### src/hdl/hcbd_pkg.sv
// Shared types and constants for the chunked HTTP body decoder.
// No dependencies; used by hcbd_front, hcbd_back and the top level.
package hcbd_pkg;

    localparam logic [7:0] C_LF    = 8'h0A;
    localparam logic [7:0] C_SPACE = 8'h20;
    localparam logic [7:0] C_TAB   = 8'h09;
    localparam logic [7:0] C_CR    = 8'h0D;
    localparam logic [7:0] C_VT    = 8'h0B;
    localparam logic [7:0] C_FF    = 8'h0C;

    // Classified body byte handed from front to back.
    typedef struct packed {
        logic [7:0] raw;
        logic       is_lf;
        logic       is_space;
        logic       is_hex;
        logic [3:0] hex;
    } t_cls;

endpackage

### src/hdl/hcbd_front.sv
// Front end: accepts body bytes, classifies them, and queues them (2 deep).
// Depends on hcbd_pkg.
module hcbd_front (
    input  logic               i_clk,
    input  logic               i_rst_n,
    input  logic               i_body_valid,
    input  logic [7:0]         i_body_byte,
    output logic               o_body_stall,
    output logic               o_q_valid,
    output hcbd_pkg::t_cls     o_q_item,
    input  logic               i_q_pop
);

    hcbd_pkg::t_cls r_q [2];
    logic           r_wp, r_rp;
    logic [1:0]     r_cnt;
    hcbd_pkg::t_cls w_cls;
    logic           w_push;

    always_comb begin
        w_cls          = '0;
        w_cls.raw      = i_body_byte;
        w_cls.is_lf    = (i_body_byte == hcbd_pkg::C_LF);
        w_cls.is_space = (i_body_byte == hcbd_pkg::C_SPACE) || (i_body_byte == hcbd_pkg::C_TAB)
                      || (i_body_byte == hcbd_pkg::C_CR) || (i_body_byte == hcbd_pkg::C_VT)
                      || (i_body_byte == hcbd_pkg::C_FF);
        if (i_body_byte >= 8'h30 && i_body_byte <= 8'h39) begin
            w_cls.is_hex = 1'b1;
            w_cls.hex    = 4'(i_body_byte - 8'h30);
        end else if (i_body_byte >= 8'h61 && i_body_byte <= 8'h66) begin
            w_cls.is_hex = 1'b1;
            w_cls.hex    = 4'(i_body_byte - 8'h57);
        end else if (i_body_byte >= 8'h41 && i_body_byte <= 8'h46) begin
            w_cls.is_hex = 1'b1;
            w_cls.hex    = 4'(i_body_byte - 8'h37);
        end
    end

    assign o_body_stall = (r_cnt == 2'd2);
    assign w_push       = i_body_valid && !o_body_stall;
    assign o_q_valid    = (r_cnt != 2'd0);
    assign o_q_item     = r_q[r_rp];

    always_ff @(posedge i_clk) begin
        if (w_push) begin
            r_q[r_wp] <= w_cls;
        end
        if (!i_rst_n) begin
            r_wp  <= 1'b0;
            r_rp  <= 1'b0;
            r_cnt <= 2'd0;
        end else begin
            if (w_push) begin
                r_wp <= ~r_wp;
            end
            if (i_q_pop) begin
                r_rp <= ~r_rp;
            end
            r_cnt <= r_cnt + 2'(w_push) - 2'(i_q_pop);
        end
    end

endmodule

### src/hdl/hcbd_back.sv
// Back end: chunk framing state machine, byte counters and result register.
// Depends on hcbd_pkg.
module hcbd_back #(
    parameter int COUNT_WIDTH = 32
) (
    input  logic               i_clk,
    input  logic               i_rst_n,
    input  logic               i_chunked_mode,
    input  logic               i_q_valid,
    input  hcbd_pkg::t_cls     i_q_item,
    output logic               o_q_pop,
    output logic               o_out_valid,
    input  logic               i_out_stall,
    output logic [7:0]         o_data_byte,
    output logic               o_is_payload,
    output logic               o_body_end,
    output logic [31:0]        o_bytes_passed
);

    localparam logic [2:0] PH_LEAD   = 3'd0;
    localparam logic [2:0] PH_DIGITS = 3'd1;
    localparam logic [2:0] PH_SKIPLN = 3'd2;
    localparam logic [2:0] PH_DATA   = 3'd3;
    localparam logic [2:0] PH_TRAIL  = 3'd4;
    localparam logic [2:0] PH_END    = 3'd5;

    localparam logic [COUNT_WIDTH-1:0] CNT_MAX = '1;

    logic [2:0]             r_phase, n_phase;
    logic [COUNT_WIDTH-1:0] r_size, n_size;
    logic [COUNT_WIDTH-1:0] r_left, n_left;
    logic [COUNT_WIDTH-1:0] r_cnt, n_cnt;
    logic                   r_ov;
    logic [7:0]             r_data;
    logic                   r_pay, r_end;
    logic [31:0]            r_shown;

    logic                   w_res, w_pay, w_end, w_pass;
    logic [31:0]            w_shown;
    logic [COUNT_WIDTH-1:0] w_left_dec;

    assign o_q_pop = i_q_valid && (!r_ov || !i_out_stall);

    generate
        if (COUNT_WIDTH > 32) begin : g_wide
            assign w_shown = (|n_cnt[COUNT_WIDTH-1:32]) ? 32'hFFFF_FFFF : n_cnt[31:0];
        end else begin : g_narrow
            assign w_shown = 32'(n_cnt);
        end
    endgenerate

    assign w_left_dec = (r_left != '0) ? r_left - COUNT_WIDTH'(1) : r_left;

    always_comb begin
        n_phase = r_phase;
        n_size  = r_size;
        n_left  = r_left;
        w_res   = 1'b0;
        w_pay   = 1'b0;
        w_end   = 1'b0;
        w_pass  = 1'b0;
        if (!i_chunked_mode) begin
            w_pass = 1'b1;
        end else begin
            unique case (r_phase) inside
                PH_LEAD, PH_DIGITS, PH_SKIPLN: begin
                    if (i_q_item.is_lf) begin
                        if (r_size == '0) begin
                            n_phase = PH_END;
                            w_res   = 1'b1;
                            w_end   = 1'b1;
                        end else begin
                            n_left  = r_size;
                            n_phase = PH_DATA;
                        end
                    end else if (r_phase == PH_LEAD) begin
                        if (!i_q_item.is_space) begin
                            n_size = COUNT_WIDTH'(i_q_item.hex);
                            n_phase = i_q_item.is_hex ? PH_DIGITS : PH_SKIPLN;
                        end
                    end else if (r_phase == PH_DIGITS) begin
                        if (!i_q_item.is_hex) begin
                            n_phase = PH_SKIPLN;
                        end else if (|r_size[COUNT_WIDTH-1:COUNT_WIDTH-4]) begin
                            n_size = CNT_MAX;
                        end else begin
                            n_size = {r_size[COUNT_WIDTH-5:0], i_q_item.hex};
                        end
                    end
                end
                PH_DATA: begin
                    w_pass = 1'b1;
                    n_left = w_left_dec;
                    if (w_left_dec == '0) begin
                        n_phase = PH_TRAIL;
                    end
                end
                PH_TRAIL: begin
                    if (i_q_item.is_lf) begin
                        n_phase = PH_LEAD;
                        n_size  = '0;
                    end
                end
                default: begin
                end
            endcase
        end
        if (w_pass) begin
            w_res = 1'b1;
            w_pay = 1'b1;
        end
        n_cnt = (w_pass && r_cnt != CNT_MAX) ? r_cnt + COUNT_WIDTH'(1) : r_cnt;
    end

    always_ff @(posedge i_clk) begin
        if (o_q_pop) begin
            r_data  <= w_pay ? i_q_item.raw : 8'h00;
            r_pay   <= w_pay;
            r_end   <= w_end;
            r_shown <= w_shown;
        end
        if (!i_rst_n) begin
            r_phase <= PH_LEAD;
            r_size  <= '0;
            r_left  <= '0;
            r_cnt   <= '0;
            r_ov    <= 1'b0;
        end else begin
            if (o_q_pop) begin
                r_phase <= n_phase;
                r_size  <= n_size;
                r_left  <= n_left;
                r_cnt   <= n_cnt;
                r_ov    <= w_res;
            end else if (!i_out_stall) begin
                r_ov <= 1'b0;
            end
        end
    end

    assign o_out_valid    = r_ov;
    assign o_data_byte    = r_data;
    assign o_is_payload   = r_pay;
    assign o_body_end     = r_end;
    assign o_bytes_passed = r_shown;

endmodule

### src/hdl/http_chunked_body_decoder.sv
// Top level of the chunked HTTP body decoder: APB registers, front and back.
// Depends on hcbd_pkg, hcbd_front and hcbd_back.
//
// The decoder takes one body byte per clock while o_body_stall is low and
// gives at most one request on the output per byte: a payload byte, or a
// single end-of-body marker when the zero-size chunk line completes. Framing
// bytes give no output. With nothing queued ahead of it, an accepted byte
// waits in the front queue and is then decoded into the back end's result
// register, which drives the output; the sustained rate of one byte per cycle,
// while i_out_stall is low, is set by the framing state update in the back
// end. Registers: chunked_mode at 0x0, expected_total at 0x4; write them only
// while no bytes are in flight.
module http_chunked_body_decoder #(
    parameter int COUNT_WIDTH = 32
) (
    input  logic        i_clk,
    input  logic        i_rst_n,
    input  logic        psel,
    input  logic        penable,
    input  logic        pwrite,
    input  logic [2:0]  paddr,
    input  logic [31:0] pwdata,
    output logic [31:0] prdata,
    output logic        pready,
    input  logic        i_body_valid,
    output logic        o_body_stall,
    input  logic [7:0]  i_body_byte,
    output logic        o_out_valid,
    input  logic        i_out_stall,
    output logic [7:0]  o_data_byte,
    output logic        o_is_payload,
    output logic        o_body_end,
    output logic [31:0] o_bytes_passed,
    output logic [31:0] o_progress_total
);

    localparam logic [2:0] ADDR_MODE  = 3'h0;
    localparam logic [2:0] ADDR_TOTAL = 3'h4;

    logic           r_mode;
    logic [31:0]    r_total;
    logic           w_wr;
    logic           w_q_valid, w_q_pop;
    hcbd_pkg::t_cls w_q_item;

    assign pready = 1'b1;
    assign w_wr   = psel && penable && pwrite;

    always_ff @(posedge i_clk) begin
        if (!i_rst_n) begin
            r_mode  <= 1'b1;
            r_total <= '0;
        end else if (w_wr) begin
            if (paddr == ADDR_MODE) begin
                r_mode <= pwdata[0];
            end
            if (paddr == ADDR_TOTAL) begin
                r_total <= pwdata;
            end
        end
    end

    always_comb begin
        unique case (paddr)
            ADDR_MODE:  prdata = {31'd0, r_mode};
            ADDR_TOTAL: prdata = r_total;
            default:    prdata = '0;
        endcase
    end

    hcbd_front u_front (
        .i_clk        (i_clk),
        .i_rst_n      (i_rst_n),
        .i_body_valid (i_body_valid),
        .i_body_byte  (i_body_byte),
        .o_body_stall (o_body_stall),
        .o_q_valid    (w_q_valid),
        .o_q_item     (w_q_item),
        .i_q_pop      (w_q_pop)
    );

    hcbd_back #(
        .COUNT_WIDTH (COUNT_WIDTH)
    ) u_back (
        .i_clk          (i_clk),
        .i_rst_n        (i_rst_n),
        .i_chunked_mode (r_mode),
        .i_q_valid      (w_q_valid),
        .i_q_item       (w_q_item),
        .o_q_pop        (w_q_pop),
        .o_out_valid    (o_out_valid),
        .i_out_stall    (i_out_stall),
        .o_data_byte    (o_data_byte),
        .o_is_payload   (o_is_payload),
        .o_body_end     (o_body_end),
        .o_bytes_passed (o_bytes_passed)
    );

    assign o_progress_total = (r_total != '0) ? r_total : o_bytes_passed;

endmodule
### config.mk
export PLATFORM = sky130hd
export DESIGN_NAME = http_chunked_body_decoder
export DESIGN_NICKNAME = d
export VERILOG_FILES = /design/src/hdl/hcbd_pkg.sv /design/src/hdl/hcbd_front.sv /design/src/hdl/hcbd_back.sv /design/src/hdl/http_chunked_body_decoder.sv
export SDC_FILE = /design/constraint.sdc
export NUM_CORES = 1
export LEC_CHECK = 0
export ABC_AREA = 1
export BUFFER_PORTS_ARGS = -buffer_cell sky130_fd_sc_hd__buf_4
export CORE_AREA = 2 2 155 157
export DETAILED_ROUTE_END_ITERATION = 7
export DIE_AREA = 0 0 157 159
export HOLD_SLACK_MARGIN = 0.08
export PLACE_DENSITY = 0.7
export SKIP_LAST_GASP = 1
export SLEW_MARGIN = 20
export SYNTH_ARGS = -nofsm -noshare
export SYNTH_HDL_FRONTEND = slang
export SYNTH_HIERARCHICAL = 1
export SYNTH_SLANG_ARGS = --single-unit
### constraint.sdc
create_clock -name i_clk -period 4.9 [get_ports i_clk]
set_clock_uncertainty 0.15 [all_clocks]
set_input_delay 0.245 -clock i_clk [delete_from_list [all_inputs] [get_ports i_clk]]
set_output_delay 0.245 -clock i_clk [all_outputs]
set_load 0.005 [all_outputs]
# Word level (Yosys, flattened, before mapping)
# Memories as Yosys holds them, arrays and structs flattened. A register that Yosys moved wholly into a read port is not among the register bits.
# Index checks and enable logic that the tools add are counted.
# Widths: inputs -> output; s select.
[totals]
ramBits = 30
n_memories = 1
reg_bits = 179
word_cells = 130
[memory_table]
columns = ["memory", "depth", "width", "read_ports", "rd_ports_with_merged_regs", "write_ports", "line_no", "source"]
rows = [
  ["u_front.r_q", 2, 15, 1, 1, 1, "hcbd_front.sv:14", "hcbd_pkg::t_cls r_q [2];"],
]
[op_classes]
n_reduce_logical = 33
n_lt_le_gt_ge = 6
muxes = 42
eq_ne = 25
addsub = 7
bitwise_logic = 2
[op_table]
columns = ["operator", "n"]
rows = [
  ["$mux 32", 12],
  ["$pmux 32 s2", 3],
  ["$logic_not 32->1", 2],
  ["$reduce_bool 32->1", 2],
  ["$eq 8x4->1 const B", 5],
  ["$add 32x1->32 const B", 1],
  ["$ne 32x32->1 const B", 1],
  ["$sub 32x1->32 const B", 1],
  ["$mux 3", 8],
  ["$ge 8x7->1 const B", 2],
  ["$le 8x7->1 const B", 2],
  ["$reduce_and 8->1", 2],
  ["$mux 5", 3],
  ["$mux 1", 14],
  ["$pmux 3 s3", 1],
  ["$eq 8x6->1 const B", 1],
  ["$ge 8x6->1 const B", 1],
  ["$le 8x6->1 const B", 1],
  ["$logic_and 1x1->1", 8],
  ["$ne 4x3->1 const B", 2],
  ["$sub 4x3->4 const B", 2],
  ["$eq 3x2->1 const B", 2],
  ["$eq 3x3->1 const B", 2],
  ["$logic_not 3->1", 2],
  ["20 further kinds", 35],
]

# Longest topological paths before layout
# Gate-level depths: netlist (run 1).
[depth]
depth_word = 7
mapped_depth = 17
mapped_depth_nobuf = 17

# Cells and area by module
# Netlist (run 1), hierarchy kept.
[by_module_without_submodules]
columns = ["mod", "cells_per_inst", "seq_area_each_um2", "area_per_inst_um2", "n_inst"]
rows = [
  ["hcbd_back", 1102, 3263.1, 7987.7, 1],
  ["http_chunked_body_decoder", 317, 660.6, 1845.5, 1],
  ["hcbd_front", 116, 1001.0, 1595.3, 1],
]

# Worst setup path before layout (run 1)
# No wires, ideal clock.
[synth_timing]
path_kind = "flip-flop to flip-flop"
startpoint = "register u_front.r_cnt[0]"
endpoint = "register u_front.r_cnt[1]"
arrival_ns = 3.231
stages_incl_launch_ff = 11
slack_ns = 1.398
setup_time_ns = 0.121
synth_period_minus_slack_ns = 3.502
cell_sequence = "dfxtp_1 -> or2_2 -> nand2_1 -> clkbuf_1 -> clkinv_1 -> ha_1 -> inv_1 -> ha_1 -> xnor2_1 -> o21ai_0 -> a21oi_1"
[synth_via]
elab_cells_between_ends = 7
classes_between = "add/sub (2); eq/ne (1); reduce/logical (4)"
[synth_lines]
columns = ["element", "line_no", "source"]
rows = [
  ["from (decl)", "hcbd_front.sv:16", "logic [1:0] r_cnt;"],
  ["from (signal assigned)", "hcbd_front.sv:59", "r_cnt <= r_cnt + 2'(w_push) - 2'(i_q_pop);"],
  ["$reduce_bool 2->1", "hcbd_front.sv:41", "assign o_q_valid = (r_cnt != 2'd0);"],
  ["net w_q_valid", "http_chunked_body_decoder.sv:43", "logic w_q_valid, w_q_pop;"],
  ["$logic_and 1x1->1", "hcbd_back.sv:42", "assign o_q_pop = i_q_valid && (!r_ov || !i_out_stall);"],
  ["net w_q_pop", "http_chunked_body_decoder.sv:43", ""],
  ["$sub 2x1->2", "hcbd_front.sv:59", ""],
]
# The timed path passes the listed nets, and every way through them passes these cells.
# A chain may end at the register's enable or synchronous reset.

# Worst setup path in the final report (run 1)
[layout_timing]
startpoint = "register u_back.r_phase[1]"
endpoint = "register u_back.r_size[30]"
[layout_via]
elab_chain_len = 4
elab_cells_between_ends = 15
classes_between = "eq/ne (8); mux (3); reduce/logical (4)"
[layout_lines]
columns = ["element", "line_no", "source"]
rows = [
  ["from (decl)", "hcbd_back.sv:29", "logic [2:0] r_phase, n_phase;"],
  ["from (signal assigned)", "hcbd_back.sv:130", "r_phase <= n_phase;"],
  ["$eq 3x2->1 (no line), or another cell as far along", "n/a", ""],
  ["$reduce_or 3->1 / $mux 32 (equally long branches)", "hcbd_back.sv:65, hcbd_back.sv:76", ""],
  ["$ne 3x3->1 (no line), or another cell as far along", "n/a", ""],
  ["$reduce_and 8->1 (no line) / $pmux 32 s2 (equally long branches)", "n/a", ""],
  ["to (signal assigned)", "hcbd_back.sv:131", "r_size <= n_size;"],
  ["to (decl)", "hcbd_back.sv:30", "logic [COUNT_WIDTH-1:0] r_size, n_size;"],
]
# Parallel ways exist; a longest one is shown, timed or not. The select of a mux whose other input is x is not followed.

==> flow_summary_export.csv, run 1 <==
group,metric,value,unit
outcome,status,"finished, final reports clean",
timing,tightestPinTransition,1.07,ns
global_routing,grt_first_pass_wirelength,51900,um
drt,first_pass_iters,5,
placed_design,place_area,12700,sq um
min_path,hold-path-cell-count,3,
drt,drc,0,
timing,max_slew_margin,0.290,
final_layout,syn2layout_area_growth,22.0,%
floorplan,io-pin-count,159,
synthesis,yosys.area.top_type_share,0.242,
synthesis,yosys_warnings,6,
floorplan,dieArea,25000,sq um
synthesis,synth_top_area_cell,"dfxtp_1",
synthesis,synth.avg_cell_area,7.45,sq um
timing,fin_setup_tns,0,ns
worst_setup_path,critPathKind,"register to register",
worst_setup_path,rr_endpoint,"u_back/r_size[30]",
worst_setup_path,reg2reg_setup_slack,1.61,ns
timing,whs,0.123,ns
final_layout,diodes,0,
synthesis,synth.most_common_cell,"nand2_1",
synthesis,seq_area_frac_synth,0.431,
min_path,min_path_type,"primary input to register",
final_layout,stdcell_area,13900,sq um
synthesis,synth_area,11400,sq um
worst_setup_path,worstSetupStartpointType,"register",
power_and_ir_drop,intPower,0.00555,W
worst_setup_path,critPathCaptureType,"register",
drt,wirelength,32300,um
final_layout,nFillCells,2109,
floorplan,core_area,23200,sq um
clocking,cts_inserted_buffers,22,
timing,timing.final.hold_violations,0,
run,maxCapViolCount,0,
clocking,cts_tree,"built",
drt,drtAntennaViolNets,0,
synthesis,syn_nets,1594,
timing,layout_min_cycle_time,3.29,ns
drt,detail_route.iter0.violations,833,
worst_setup_path,worstRegToRegCells,8,
global_routing,grt.overflow.total,0,
timing,min_period_over_period,0.671,
worst_setup_path,worstPathArrival,3.56,ns
synthesis,synth-edff-count,72,
clocking,postCtsSetupBuffers,0,
global_routing,grt_pass1_vias,10100,
placed_design,io_buffers,157,
worst_setup_path,critPathMaxFanout,56,
global_routing,grt_antenna_before_repair,0,
final_layout,multi_input_area,5470,sq um
drt,avgViaCountPerCell,5.23,
placed_design,place_congestion,0.909,
timing,finalSetupViolCount,0,
worst_setup_path,crit_start,"u_back/r_phase[1]",
clocking,cts-htree-levels,1,
clocking,ctsLongestPathBuffers,3,
final_layout,seq_area,4920,sq um
min_path,hp-start,"i_rst_n",
power_and_ir_drop,p_switching,0.00479,W
synthesis,synthTopCellsByArea,"dfxtp_1 24%, edfxtp_1 19%, nand2_1 9.8%, nor2_1 9.1%, o21ai_0 6.1%",
final_layout,layout.nets,1762,
placed_design,place_hpwl,23200,um
power_and_ir_drop,p_seq_frac,0.299,
timing,clock.fmax,304,MHz
global_routing,track_usage,0.256,
clocking,insertion_delay,0.50,ns
power_and_ir_drop,leakagePower,6.24,nW
worst_setup_path,critical_path.reg2reg.startpoint,"u_back/r_phase[1]",
power_and_ir_drop,switching_share,0.463,
synthesis,ys_ff_latch,210,
synthesis,synthTopCellsByCount,"299 x nand2_1, 278 x nor2_1, 172 x inv_1",
clocking,clock_sinks,210,
synthesis,ys_types,52,
drt,wl_per_cell,15.8,um
final_layout,final_layout_size_suffix_gt1_frac,0.170,
floorplan,start_util,0.493,
floorplan,dieHeight,159,um
power_and_ir_drop,clockPowerShare,0.176,
timing,rsz0062_at_grt,"no",
synthesis,ys.flop_type,"dfxtp_1",
floorplan,rows,56,
power_and_ir_drop,power_per_cell_area,742,nW/um^2
power_and_ir_drop,vdd_drop_max,0.460,mV
clocking,cts-root-buf,"clkbuf_16",
synthesis,synthArstFlopShare,0,
min_path,hold_end,"u_front/r_cnt[0]",
floorplan,die_w,157,um
clocking,clkTransAtPathRegs,0.06,ns
drt,vias,10700,
power_and_ir_drop,pwr-share-comb,0.525,
timing,slew_viol_final,0,
synthesis,synth_cells,1535,
global_routing,grt_max_degree,64,
worst_setup_path,crit_required,5.17,ns
-- layout make-up --
type	instances	area share
well taps	319	0.0286
inverters	183	0.0493
clock buffers	28	0.0440
clock inverters	12	0.0132
multi-input cells	1079	0.392
flip-flops and latches	210	0.353
repair buffers	207	0.119
-- repair_timing --
action	CTS	global route
gates resized for setup	0	0
endpoints found under the hold margin	61	0
hold buffers	44	0
-- sequential cells by signal (all words and copies together) (netlist names), 2 cells and up, named ones only --
signal and flops:
u_front/r_cnt 2, u_front/r_q 30, u_back/r_cnt 32, u_back/r_phase 3, r_total 32, u_back/r_size 32, u_back/r_left 32, u_back/o_bytes_passed 32
u_back/o_data_byte 8
-- cells in the final DEF, fill, tap and decap left out, types with 7 or more instances in the layout --
cell and n:
nand2_1 299, nor2_1 277, inv_1 171, buf_4 163, o21ai_0 139, dfxtp_1 138, a21oi_1 84, edfxtp_1 72
dlygate4sd3_1 44, nand3_1 38, xor2_1 32, clkbuf_16 23, nand4_1 21, o21ai_1 20, a211oi_2 20, nand2_2 18
nor2_2 15, nor3_1 14, inv_2 12, o211ai_1 12, nor4_1 11, mux2_1 10, ha_1 9, nor2_4 8
o22ai_1 8, a211oi_1 7
-- cell families after synthesis --
logic type / Yosys count / synth area share
other: 1 / 0.000328
multiplexers: 16 / 0.0157
buffers and inverters: 246 / 0.0903
adder cells (fa/ha/maj): 9 / 0.00985
flip-flops: 210 / 0.431
AND/OR/NAND/NOR: 723 / 0.277
XOR/XNOR: 34 / 0.0261
AO/OA/AOI/OAI: 296 / 0.150
-- power groups by stage --
| stage | clock [W] | sequential [W] | combinational [W] |
|---|---|---|---|
| after global placement | 0 | 0.00309 | 0.00526 |
| after CTS | 0.00185 | 0.00307 | 0.00540 |
| final | 0.00182 | 0.00309 | 0.00543 |
| after global routing | 0.00191 | 0.00316 | 0.00615 |
| after detailed placement | 0 | 0.00310 | 0.00533 |
| after floorplan | 0 | 0.00289 | 0.00400 |
-- metal layers --
layer  track usage  up-vias  part of all wire
li1              -     5341                 -
met1         0.369     4941              0.47
met2         0.408      320              0.46
met3        0.0248       61             0.050
met4        0.0788        0             0.028
met5             0        -                 0
-- worst max-delay path by stage --
stage | end | slack, ns
floorplan | u_front/r_cnt[1] | 1.40
detailed placement | u_back/r_size[30] | 1.63
global placement | u_back/r_size[30] | 1.73
finish | u_back/r_size[30] | 1.61
global route | u_back/r_size[30] | 1.32
CTS | u_back/r_size[30] | 1.60
-- critical path, cell delays in order, from the launching register on --
cell	delay, ns
dfxtp_1	0.42
nor2_1	0.12
inv_1	0.54
nor2_1	0.23
a221oi_1	0.42
nand2_2	0.18
inv_2	0.77
o211ai_1	0.18
a21oi_1	0.19
-- metrics by stage --
stage	instances	worst slack [ns]	total power, W	util
5_1_grt	2038	1.32	0.0112	0.601
2_1_floorplan	1535	1.40	0.00688	-
4_1_cts	2038	1.60	0.0103	0.601
3_3_place_gp	1954	1.73	0.00835	0.548
3_5_place_dp	1954	1.63	0.00842	0.548
6_report	2038	1.61	0.0103	0.601
No activity file was read; power rests on OpenSTA's default activity.
==> run 2: changes to the inputs <==
- PLACE_DENSITY: 0.7 -> 0.73
- clock period: 4.9 -> 2.8 ns (I/O delays scaled with it)
==> flow_summary_export.csv, run 2 (synthesized netlist as in run 1, its figures left out) <==
group,metric,value,unit
worst_setup_path,critical_path.reg2reg.startpoint,"u_back/r_left[0]",
clocking,insertion_delay,0.53,ns
timing,min_period_over_period,0.913,
drt,wl_per_cell,16.3,um
placed_design,place_hpwl,24300,um
timing,tightestPinTransition,0.704,ns
timing,max_slew_margin,0.530,
drt,drtAntennaViolNets,0,
timing,layout_min_cycle_time,2.56,ns
timing,slew_viol_final,0,
worst_setup_path,critPathMaxFanout,8,
drt,detail_route.iter0.violations,818,
worst_setup_path,cp_slowest_cell,"dfxtp_1",
clocking,ctsLongestPathBuffers,3,
floorplan,dieHeight,159,um
timing,finalSetupViolCount,0,
final_layout,final_layout_size_suffix_gt1_frac,0.180,
floorplan,io-pin-count,159,
drt,vias,10800,
drt,first_pass_iters,5,
floorplan,start_util,0.493,
final_layout,fin_util,0.606,
worst_setup_path,rr_endpoint,"u_back/r_phase[1]",
clocking,clkTransAtPathRegs,0.06,ns
clocking,cts_tree,"built",
timing,rsz0062_at_grt,"no",
min_path,hold-path-cell-count,2,
clocking,cts-root-buf,"clkbuf_16",
floorplan,rows,56,
worst_setup_path,crit_required,3.08,ns
clocking,clock_sinks,210,
power_and_ir_drop,leakagePower,6.31,nW
global_routing,grt_antenna_before_repair,0,
final_layout,final_common_cell,"nand2_1",
drt,avgViaCountPerCell,5.25,
drt,drc,0,
final_layout,layout_common_cells,"298 x nand2_1, 277 x nor2_1, 178 x buf_4",
worst_setup_path,path_common_cell,"nand2_1",
placed_design,io_buffers,157,
floorplan,core_area,23200,sq um
power_and_ir_drop,power_per_cell_area,1300,nW/um^2
floorplan,die_w,157,um
global_routing,grt_first_pass_wirelength,53100,um
outcome,status,"finished, final reports clean",
clocking,cts-htree-levels,1,
global_routing,track_usage,0.264,
worst_setup_path,worstSetupStartpointType,"register",
final_layout,syn2layout_area_growth,23.0,%
worst_setup_path,cpPeakStageDelay,0.31,ns
floorplan,dieArea,25000,sq um
min_path,min_path_type,"primary input to register",
worst_setup_path,worstRegToRegCells,15,
placed_design,place_congestion,0.959,
worst_setup_path,critPathKind,"register to register",
run,maxCapViolCount,0,
timing,fin_setup_tns,0,ns
timing,timing.final.hold_violations,0,
min_path,hp-start,"i_body_byte[5]",
worst_setup_path,critPathCaptureType,"register",
global_routing,grt.overflow.total,0,
clocking,cts_inserted_buffers,23,
final_layout,diodes,0,
final_layout,layout.nets,1781,
global_routing,grt_pass1_vias,10100,
min_path,hold_end,"u_front/r_q[0][12]",
global_routing,grt_max_degree,63,
timing,clock.fmax,391,MHz
worst_setup_path,worstPathArrival,2.83,ns
drt,wirelength,33500,um
power_and_ir_drop,vdd_drop_max,0.660,mV
worst_setup_path,reg2reg_setup_slack,0.24,ns
worst_setup_path,crit_chain,"inv_2 > ha_1 > nand2_2 > nor2_2 > nand2_1 > o21ai_1 > nand2_1 > o21ai_1 > nand2_1 > nor2_1 > nand3_1 > nand2_2 > nand3_1 > nand2_1 > nor2_1",
[run 2: report_power, final]
part	switching [W]	internal, W	leakage (nW)
combinational	0.00642	0.00350	4.12
clock	0.00126	0.00166	0.363
sequential	0.000991	0.00436	1.83
[run 2: routing by layer]
| layer | up-vias | track usage | wire length, um |
|---|---|---|---|
| li1 | 5371 | - | - |
| met1 | 5006 | 0.378 | 15200 |
| met2 | 363 | 0.416 | 15200 |
| met3 | 64 | 0.0327 | 2070 |
| met4 | 0 | 0.0805 | 998 |
| met5 | - | 0 | 0 |
[run 2: layout make-up]
type	count	area (sq um)
well taps	319	399
fillers	2115	9140
clock buffers	27	611
flip-flops and latches	210	4920
inverters	183	692
clock inverters	15	118
multi-input cells	1079	5480
repair buffers	225	1830
[run 2: per-stage QoR]
step	total power [W]	hold WS, ns	instance area, sq um	worst slack, ns	cells
after floorplan	0.0120	0.0835	11400	0.211	1535
after global placement	0.0150	0.209	12900	0.262	1971
after detailed placement	0.0151	0.209	12900	0.275	1971
after CTS	0.0181	0.191	14000	0.291	2058
after global routing	0.0196	0.217	14100	0.00157	2058
final	0.0182	0.215	14100	0.244	2058
[run 2: timing repair]
item                       CTS  global route
gates resized for setup      0             1
hold endpoints to repair    67             0
hold buffers                45             0
setup endpoints to repair    0             2
buffers inserted             0             0
[run 2: critical path: cells and delay by family (launching register included)]
kind	cells	cell delay, ns
AO/OA/AOI/OAI	2	0.32
buffers and inverters	1	0.13
AND/OR/NAND/NOR	11	1.27
adder cells (fa/ha/maj)	1	0.26
flip-flops	1	0.31
[run 2: how the worst max path moves through the flow]
stage | startpoint | endpoint | slack, ns | depth (start not counted)
2_1_floorplan | u_front/r_cnt[0] | u_front/r_cnt[1] | 0.21 | 10
3_3_place_gp | u_back/r_left[0] | u_back/r_phase[0] | 0.26 | 15
3_5_place_dp | u_back/r_left[0] | u_back/r_phase[0] | 0.28 | 15
4_1_cts | u_back/r_left[0] | u_back/r_phase[0] | 0.29 | 15
5_1_grt | u_back/r_left[0] | u_back/r_phase[1] | 0.002 | 15
6_report | u_back/r_left[0] | u_back/r_phase[1] | 0.24 | 15
==> run 3: changes to the inputs <==
- ABC_AREA: 1 -> default
- CORE_AREA: 2 2 155 157 -> 2 2 156 158
- DIE_AREA: 0 0 157 159 -> 0 0 158 160
- TNS_END_PERCENT: default -> 5
==> flow_summary_export.csv, run 3 <==
group,metric,value,unit
placed_design,place_congestion,0.909,
worst_setup_path,critPathMaxFanout,3,
clocking,cts-root-buf,"clkbuf_16",
final_layout,diodes,0,
drt,first_pass_iters,6,
clocking,clkTransAtPathRegs,0.06,ns
worst_setup_path,cpPeakStageDelay,0.54,ns
outcome,status,"finished, violations left",
drt,wl_per_cell,17.9,um
floorplan,dieHeight,160,um
timing,max_slew_margin,0.444,
synthesis,synth.avg_cell_area,9.00,sq um
final_layout,nFillCells,1960,
clocking,clock_sinks,210,
timing,timing.final.hold_violations,0,
worst_setup_path,critical_path.reg2reg.startpoint,"u_back/r_left[18]",
synthesis,seq_area_frac_synth,0.425,
clocking,cts-htree-levels,1,
min_path,hold-path-cell-count,5,
synthesis,synth_area,11600,sq um
outcome,failed_checks,"negative setup slack",
global_routing,met1_usage,0.337,
floorplan,die_w,158,um
timing,finalSetupViolCount,16,
synthesis,synthTopCellsByCount,"138 x dfxtp_1, 97 x nand2_1, 86 x inv_1",
synthesis,synth-xor-area-share,0.0522,
drt,avgViaCountPerCell,5.69,
global_routing,grt_antenna_before_repair,0,
min_path,hp-start,"paddr[0]",
timing,min_period_over_period,1.10,
floorplan,start_util,0.486,
drt,vias,10900,
min_path,hold_end,"r_total[13]",
synthesis,synthMuxAreaShare,0.0187,
synthesis,synthArstFlopShare,0,
synthesis,synth-simple-area-share,0.209,
timing,layout_min_cycle_time,3.09,ns
worst_setup_path,worstPathArrival,3.34,ns
floorplan,dieArea,25300,sq um
timing,rsz0062_at_grt,"yes",
clocking,insertion_delay,0.52,ns
worst_setup_path,crit_chain,"or4_1 > or3_4 > or4_4 > mux2_4 > a2111o_1 > nor4_4 > a21oi_1",
worst_setup_path,reg2reg_setup_slack,-0.29,ns
drt,detail_route.iter0.violations,860,
synthesis,ys_types,83,
worst_setup_path,worstSetupStartpointType,"register",
worst_setup_path,worstRegToRegCells,7,
timing,fin_setup_tns,-1.58,ns
power_and_ir_drop,power_per_cell_area,896,nW/um^2
timing,setup_ws,-0.292,ns
clocking,cts_tree,"built",
drt,wirelength,34100,um
worst_setup_path,crit_required,3.05,ns
synthesis,synth_cells,1286,
global_routing,grt_max_degree,71,
synthesis,yosys.area.top_type_share,0.239,
drt,drc,0,
final_layout,layout_common_cells,"291 x buf_4, 138 x dfxtp_1, 97 x nand2_1",
synthesis,synth_top_family_by_area,"compound AO/OA/AOI/OAI gates",
synthesis,syn_nets,1345,
global_routing,grt.busiest_layer,"met2",
placed_design,place_area,13800,sq um
timing,clock.fmax,323,MHz
placed_design,io_buffers,157,
worst_setup_path,critPathKind,"register to register",
power_and_ir_drop,power,0.0137,W
global_routing,grt.overflow.total,0,
global_routing,grt_first_pass_wirelength,53600,um
floorplan,rows,57,
final_layout,final_layout_size_suffix_gt1_frac,0.259,
synthesis,synth-edff-count,72,
floorplan,io-pin-count,159,
global_routing,grtUsageMet2,0.450,
synthesis,ys_ff_latch,210,
worst_setup_path,critPathCaptureType,"register",
floorplan,core_area,23800,sq um
global_routing,grt_pass1_vias,10400,
clocking,ctsLongestPathBuffers,3,
synthesis,synth_fa_ha_area_frac,0.00973,
final_layout,final_common_cell,"buf_4",
global_routing,track_usage,0.262,
worst_setup_path,cp_slowest_cell,"or4_1",
final_layout,stdcell_area,15300,sq um
synthesis,synthTopCellsByArea,"dfxtp_1 24%, edfxtp_1 19%, xnor2_1 3.7%, a21boi_0 3.3%, o31ai_2 3.2%",
global_routing,use_met3,0.0304,
final_layout,syn2layout_area_growth,32.3,%
run,maxCapViolCount,0,
timing,tightestPinTransition,0.831,ns
power_and_ir_drop,leakagePower,6.03,nW
synthesis,ys.flop_type,"dfxtp_1",
synthesis,yosys_warnings,6,
synthesis,synth_top_area_cell,"dfxtp_1",
clocking,cts_inserted_buffers,24,
power_and_ir_drop,vdd_drop_max,0.714,mV
timing,slew_viol_final,0,
worst_setup_path,rr_endpoint,"u_back/r_phase[1]",
min_path,min_path_type,"primary input to register",
placed_design,place_hpwl,23400,um
final_layout,layout.nets,1626,
synthesis,synth.most_common_cell,"dfxtp_1",
drt,drtAntennaViolNets,0,
synthesis,synth_compound_area_frac,0.215,
placed_design,dp_slack,-0.388,ns
## run 3: cell count changes in the layout (fill, tap and decap cells not counted), sizes merged, moves of 47 or more
| cell | previous run | this run |
|---|---|---|
| a21boi | 0 | 85 |
| a21oi | 84 | 32 |
| buf | 180 | 295 |
| inv | 183 | 88 |
| nand2 | 319 | 97 |
| nor2 | 301 | 78 |
| o21ai | 160 | 57 |
| xnor2 | 2 | 49 |
## run 3: where the power goes
group	internal, W	switching [W]
Clock	0.00190	0.00125
Sequential	0.00369	0.000282
Combinational	0.00303	0.00357
## run 3: worst max path at each step
stage	from	slack, ns	cells past startpoint	end
after floorplan	u_back/r_left[18]	-0.25	8	u_back/r_phase[0]
after global placement	u_back/r_left[8]	-0.34	9	u_back/r_phase[0]
after detailed placement	u_back/r_left[8]	-0.39	8	u_back/r_phase[0]
after CTS	u_back/r_left[18]	-0.31	7	u_back/r_phase[1]
after global routing	u_back/r_left[4]	-0.36	9	u_back/r_phase[1]
final	u_back/r_left[18]	-0.29	7	u_back/r_phase[1]
## run 3: per-stage QoR
step | hold WS (ns) | instances | utilization
6_report | 0.0995 | 1909 | 0.643
3_5_place_dp | 0.200 | 1800 | 0.579
5_1_grt | 0.0969 | 1909 | 0.643
2_1_floorplan | 0.0889 | 1286 | -
4_1_cts | 0.0805 | 1908 | 0.640
3_3_place_gp | 0.200 | 1800 | 0.578
## run 3: what timing repair did
action	CTS	global route
setup buffers	0	1
endpoints found under the hold margin	127	0
resized for setup	3	13
pin swaps	1	3
setup endpoints to repair	16	35
hold buffers	64	0
## run 3: layout make-up
type	instances	area, sq um	share of cell area
tap	324	405	0.0265
clock buffer	28	636	0.0415
timing repair buffer	359	2910	0.190
sequential	210	4920	0.321
multi-input combinational	884	5950	0.388
clock inverter	16	166	0.0109
inverter	88	330	0.0216
## run 3: kinds of logic (layout without fill, tap and decap cells)
kind of cell | Yosys count | in the layout
other cells | 1 | 1
compound gates | 329 | 329
mux | 19 | 19
xor+xnor | 69 | 69
flops | 210 | 210
buf+inv | 192 | 491
simple gates | 457 | 457
fa+ha+maj | 9 | 9
## run 3: critical path: cells and delay by family (launching register included)
kind,cells,cell delay (ns)
muxes,1,0.32
and+or+nand+nor,4,1.72
AOI/OAI and AO/OA,2,0.48
DFF,1,0.30
## run 3: routing by layer
metal / vias to the layer above / wire [um]
met5: - / 0
met4: 0 / 1140
met3: 68 / 2060
met2: 391 / 16500
met1: 5208 / 14500
li1: 5203 / -
